`src/rtl/lgf_pkg.sv`:
```
// ----------------------------------------------------------------------------
// lgf_pkg
// shared types and constants of the gap follow steering unit
// ----------------------------------------------------------------------------
`default_nettype none

package lgf_pkg;

  localparam int MAX_SAMPLES = 4096;
  localparam int IDX_W       = $clog2(MAX_SAMPLES);
  localparam int LEN_W       = IDX_W + 1;
  localparam int SPAN_W      = LEN_W + 1;
  localparam int RANGE_W     = 16;
  localparam int DEG_W       = 16;
  localparam int GAIN_W      = 24;
  localparam int CAP_W       = 31;
  localparam int CFG_W       = 31;
  localparam int CFG_IDX_W   = 3;
  localparam int CENTER_W    = 17;
  localparam int ERR_W       = CENTER_W + 1;
  localparam int INT_W       = 32;
  localparam int STEER_W     = 32;
  localparam int PRODC_W     = SPAN_W + DEG_W;
  localparam int PRODP_W     = GAIN_W + 1 + ERR_W;
  localparam int PRODI_W     = GAIN_W + 1 + INT_W;
  localparam int ACC_W       = PRODI_W + 1;
  localparam int CSHIFT      = 9;
  localparam int PSHIFT      = 16;

  localparam logic [IDX_W-1:0]    LAST_IDX   = IDX_W'(MAX_SAMPLES - 1);
  localparam logic [CENTER_W-1:0] CENTER_MAX = CENTER_W'(92160);
  localparam logic [CENTER_W-1:0] NINETY_Q8  = CENTER_W'(23040);

  localparam logic [RANGE_W-1:0] NEAR_RST  = RANGE_W'(500);
  localparam logic [RANGE_W-1:0] FAR_RST   = RANGE_W'(1000);
  localparam logic [LEN_W-1:0]   FIRST_RST = LEN_W'(140);
  localparam logic [LEN_W-1:0]   LATER_RST = LEN_W'(70);
  localparam logic [DEG_W-1:0]   DEG_RST   = DEG_W'(16384);
  localparam logic [GAIN_W-1:0]  KP_RST    = GAIN_W'(167772);
  localparam logic [GAIN_W-1:0]  KI_RST    = GAIN_W'(1678);
  localparam logic [CAP_W-1:0]   CAP_RST   = CAP_W'(77);

  typedef enum logic [CFG_IDX_W-1:0] {
    REG_NEAR_LIMIT  = 3'd0,
    REG_FAR_LIMIT   = 3'd1,
    REG_FIRST_MIN   = 3'd2,
    REG_LATER_MIN   = 3'd3,
    REG_DEG_PER_SMP = 3'd4,
    REG_PROP_GAIN   = 3'd5,
    REG_INT_GAIN    = 3'd6,
    REG_INT_CAP     = 3'd7
  } reg_idx_t;

  typedef enum logic [2:0] {
    S_SCAN,
    S_CMUL,
    S_SMOOTH,
    S_INTEG,
    S_PIMUL,
    S_OUT
  } state_t;

  typedef struct packed {
    logic take_sample;
    logic center_mul;
    logic smooth;
    logic integ;
    logic pi_mul;
    logic load_out;
  } cmd_t;

  typedef struct packed {
    logic scan_end;
    logic out_free;
  } status_t;

endpackage

`default_nettype wire

```
`src/rtl/lgf_ctrl.sv`:
```
// ----------------------------------------------------------------------------
// lgf_ctrl
// sequencer: sample intake and the scan end steps
// ----------------------------------------------------------------------------
`default_nettype none

module lgf_ctrl (
  input  wire logic            clk,
  input  wire logic            rst_n,
  input  wire logic            in_valid,
  output logic                 in_ready,
  input  wire lgf_pkg::status_t status,
  output lgf_pkg::cmd_t        cmd
);
  import lgf_pkg::*;

  state_t state_r;
  state_t state_nxt;
  logic   take;

  assign take = in_valid && (state_r == S_SCAN);

  always_comb begin
    state_nxt = state_r;
    case (state_r)
      S_SCAN: begin
        if (take && status.scan_end) state_nxt = S_CMUL;
      end
      S_CMUL:   state_nxt = S_SMOOTH;
      S_SMOOTH: state_nxt = S_INTEG;
      S_INTEG:  state_nxt = S_PIMUL;
      S_PIMUL:  state_nxt = S_OUT;
      S_OUT: begin
        if (status.out_free) state_nxt = S_SCAN;
      end
      default: state_nxt = S_SCAN;
    endcase
  end

  always_comb begin
    cmd      = '0;
    in_ready = 1'b0;
    case (state_r)
      S_SCAN: begin
        in_ready         = 1'b1;
        cmd.take_sample  = take;
      end
      S_CMUL:   cmd.center_mul = 1'b1;
      S_SMOOTH: cmd.smooth     = 1'b1;
      S_INTEG:  cmd.integ      = 1'b1;
      S_PIMUL:  cmd.pi_mul     = 1'b1;
      S_OUT:    cmd.load_out   = status.out_free;
      default: begin
        cmd      = '0;
        in_ready = 1'b0;
      end
    endcase
  end

  always_ff @(posedge clk) begin
    if (!rst_n) begin
      state_r <= S_SCAN;
    end else begin
      state_r <= state_nxt;
    end
  end

endmodule

`default_nettype wire

```
`config.mk`:
```
export PLATFORM = sky130hd
export DESIGN_NAME = lgf_ctrl
export DESIGN_NICKNAME = d
export VERILOG_FILES = /design/src/rtl/lgf_pkg.sv /design/src/rtl/lgf_ctrl.sv
export SDC_FILE = /design/constraint.sdc
export NUM_CORES = 1
export LEC_CHECK = 0
export ABC_AREA = 1
export BUFFER_PORTS_ARGS = -buffer_cell sky130_fd_sc_hd__buf_2
export CORE_AREA = 2 2 39 41
export CTS_CLUSTER_DIAMETER = 120
export DETAILED_ROUTE_END_ITERATION = 6
export DIE_AREA = 0 0 41 43
export GPL_ROUTABILITY_DRIVEN = 1
export PLACE_DENSITY = 0.46
export SYNTH_ARGS = -nofsm -noshare
export SYNTH_HDL_FRONTEND = slang
export SYNTH_SLANG_ARGS = --single-unit
export TNS_END_PERCENT = 1
```
`constraint.sdc`:
```
create_clock -name clk -period 0.8 [get_ports clk]
set_clock_uncertainty 0.05 [all_clocks]
set_input_delay 0.12 -clock clk [delete_from_list [all_inputs] [get_ports clk]]
set_output_delay 0.12 -clock clk [all_outputs]
set_load 0.01 [all_outputs]
```
==> results.ini <==
[run_status]
status = finished, violations left
violations = setup timing

[pwr]
power.total_uw = 734
p_per_area_mw_per_mm2 = 2060
ir_drop_v = 0.000675
leakagePower_uw = 0.000174

[place]
gp_congestion = 0.551
port_buffers = 11
place_inst = 59
hpwl_um = 401

[grt]
grt_max_degree = 9
antenna_found_initial = 0
grt_pass1_vias = 229
grtUsageTotal_pct = 7.23
grt-ovfl-total = 0
grt_pass1_wl_um = 841

[finish]
regMostFlops = state_r
area_growth_syn_to_layout_pct = 80.4
fin_cells = 63
fin_util_pct = 25.8
largest_reg_flops = 3
fin_nets = 53
reg.largest.list = state_r: 3 flops
antenna_cells = 0
drive_above_1_share_pct = 61.7

[worst_setup_path]
path_class = flip-flop to output port
arrival_ns = 1.01
cp-startpoint = state_r[0]
timing.rr.start = state_r[1]
path_cells = inv_2 > nor3_4 > buf_2
path_depth = 3
r2r_slack_ns = -0.12
rr_worst_depth = 4
crit_path_max_fanout = 7
slowest_delay_ns = 0.41
startpoint_type = flip-flop
cp_data_required_time_ns = 0.63
critPathSlowestCell = dfxtp_4
cp-end-kind = output port
path_buf_inv = 2
critPathTopFamily = flip-flops
rr_endpoint = state_r[0]

[clock_tree]
cts_tree = built
clockBufferDepth = 2
holdBufCountCts = 0
htreeDepth = 1
cts_made_buffers = 3
clk_pin_slew_ns = 0.04
clock_latency_ns = 0.23
cts_sinks = 3
post_cts_buffers = 0
root_buffer = clkbuf_4

[sta]
finalCritPeriodShare_pct = 147
tightestPinTransition_ns = 0.152
period_minus_slack_ns = 1.18
setup_viol = 10
max_slew_margin_pct = 89.7
rsz0062_at_grt = true
hold_viol = 0
fin_tns_setup_ns = -2.70
fin_ws_ns = -0.376
fmax_mhz = 850
drv_slew = 0
hold_ws_ns = 0.0947

[detailed_routing]
ant_nets = 0
first_pass_iters = 3
drtIter0Drc = 1
drt-met1-wl_um = 196
drt_wl_total_um = 500
wire_per_inst_um = 7.94
drc = 0
detailroute.via_count = 243
met3_length_um = 54
dr.max_layer_used = met3
route.met2.wl_um = 248
vias_per_cell = 3.86

[job]
cap_violations = 0

[synth]
avgSynthCellArea_um2 = 6.38
synth_cell_types = 12
synth_seq_area_share_pct = 30.4
syn-instance-count = 31
syn_nets = 36
synthDominantCellAreaShare_pct = 30.4
synth_area_leaders = dfxtp_1, nor2_1, inv_1
yosys.area.top_type = dfxtp_1
yosys_warnings = 0
ys_ff_latch = 3
syn_area_um2 = 198

[floorplanning]
die-area_mm2 = 0.00176
fp.dieH_um = 43
rows = 14
num_io_pins = 12
core-area_mm2 = 0.00138
start_util_pct = 14.3
die_x_um = 41

[min_path]
hold_end = state_r[2]
hold_depth = 3
hp-class = input pin to flip-flop
hold_start = rst_n

worst max path at each step:
stage                      end  slack [ns]
finish                  cmd[4]       -0.38
global route            cmd[4]       -0.43
CTS                     cmd[5]       -0.38
detailed placement      cmd[4]       -0.21
global placement        cmd[4]       -0.20
floorplan           state_r[1]       -0.08
report_power, final:
| group | total (µW) | internal [µW] | switching (µW) |
|---|---|---|---|
| clock network | 264 | 187 | 77.2 |
| logic | 235 | 118 | 116 |
| registers | 235 | 176 | 59.9 |
| total | 734 | 481 | 254 |
area by class of cell:
class	instances	area, µm²
Tap cell	16	20.0
Sequential cell	3	71.3
Clock buffer	4	26.3
Inverter	6	25.0
Multi-Input combinational cell	21	140
Fill cell	160	1030
Timing Repair Buffer	13	73.8
timing repair:
action / CTS / global route
gates resized for setup: 4 / 4
setup endpoints to repair: 10 / 10
pin swaps: 2 / 0
Yosys cell counts:
| cell | number |
|---|---|
| a21oi_1 | 2 |
| and3_1 | 1 |
| buf_6 | 1 |
| dfxtp_1 | 3 |
| inv_1 | 6 |
| nand2_1 | 3 |
| nand3_1 | 2 |
| nor2_1 | 8 |
| nor2_2 | 1 |
| nor3_1 | 1 |
| nor3_2 | 2 |
| o21ai_0 | 1 |
placed cells by master, fill, tap and decap left out:
cell / count
nand3_1: 1
buf_2: 11
nor2_2: 2
buf_4: 1
clkbuf_4: 3
nand2_1: 3
a21oi_2: 1
nor3_2: 1
nor2_1: 6
inv_1: 4
buf_6: 1
and3_1: 1
clkbuf_1: 1
nand3_2: 1
inv_4: 1
a21oi_1: 1
inv_2: 1
o21ai_0: 1
nor3_4: 2
dfxtp_4: 3
nor2_4: 1
per-layer routing:
metal / GRT usage, % / vias up
li1: - / 130
met1: 7.72 / 103
met2: 10.3 / 10
met3: 3.14 / 0
met4: 6.00 / 0
met5: 0 / -
stage by stage:
stage | cell area (µm²) | worst slack [ns]
detailed placement | 307 | -0.208
CTS | 340 | -0.384
global placement | 307 | -0.196
global route | 357 | -0.429
floorplan | 228 | -0.0764
finish | 357 | -0.376
cell families after synthesis:
group	count (synthesis)	synth area share (%)
AO/OA/AOI/OAI	3	7.59
AND/OR/NAND/NOR	18	44.9
buffers and inverters	7	17.1
flip-flops	3	30.4
worst reg2reg max path, delay by kind of cell (launching register included):
kind,cells,cell delay [ns]
DFF,1,0.37
and+or+nand+nor,3,0.25
AOI/OAI and AO/OA,1,0.13
Note: power is estimated with default switching activity, not from simulation.
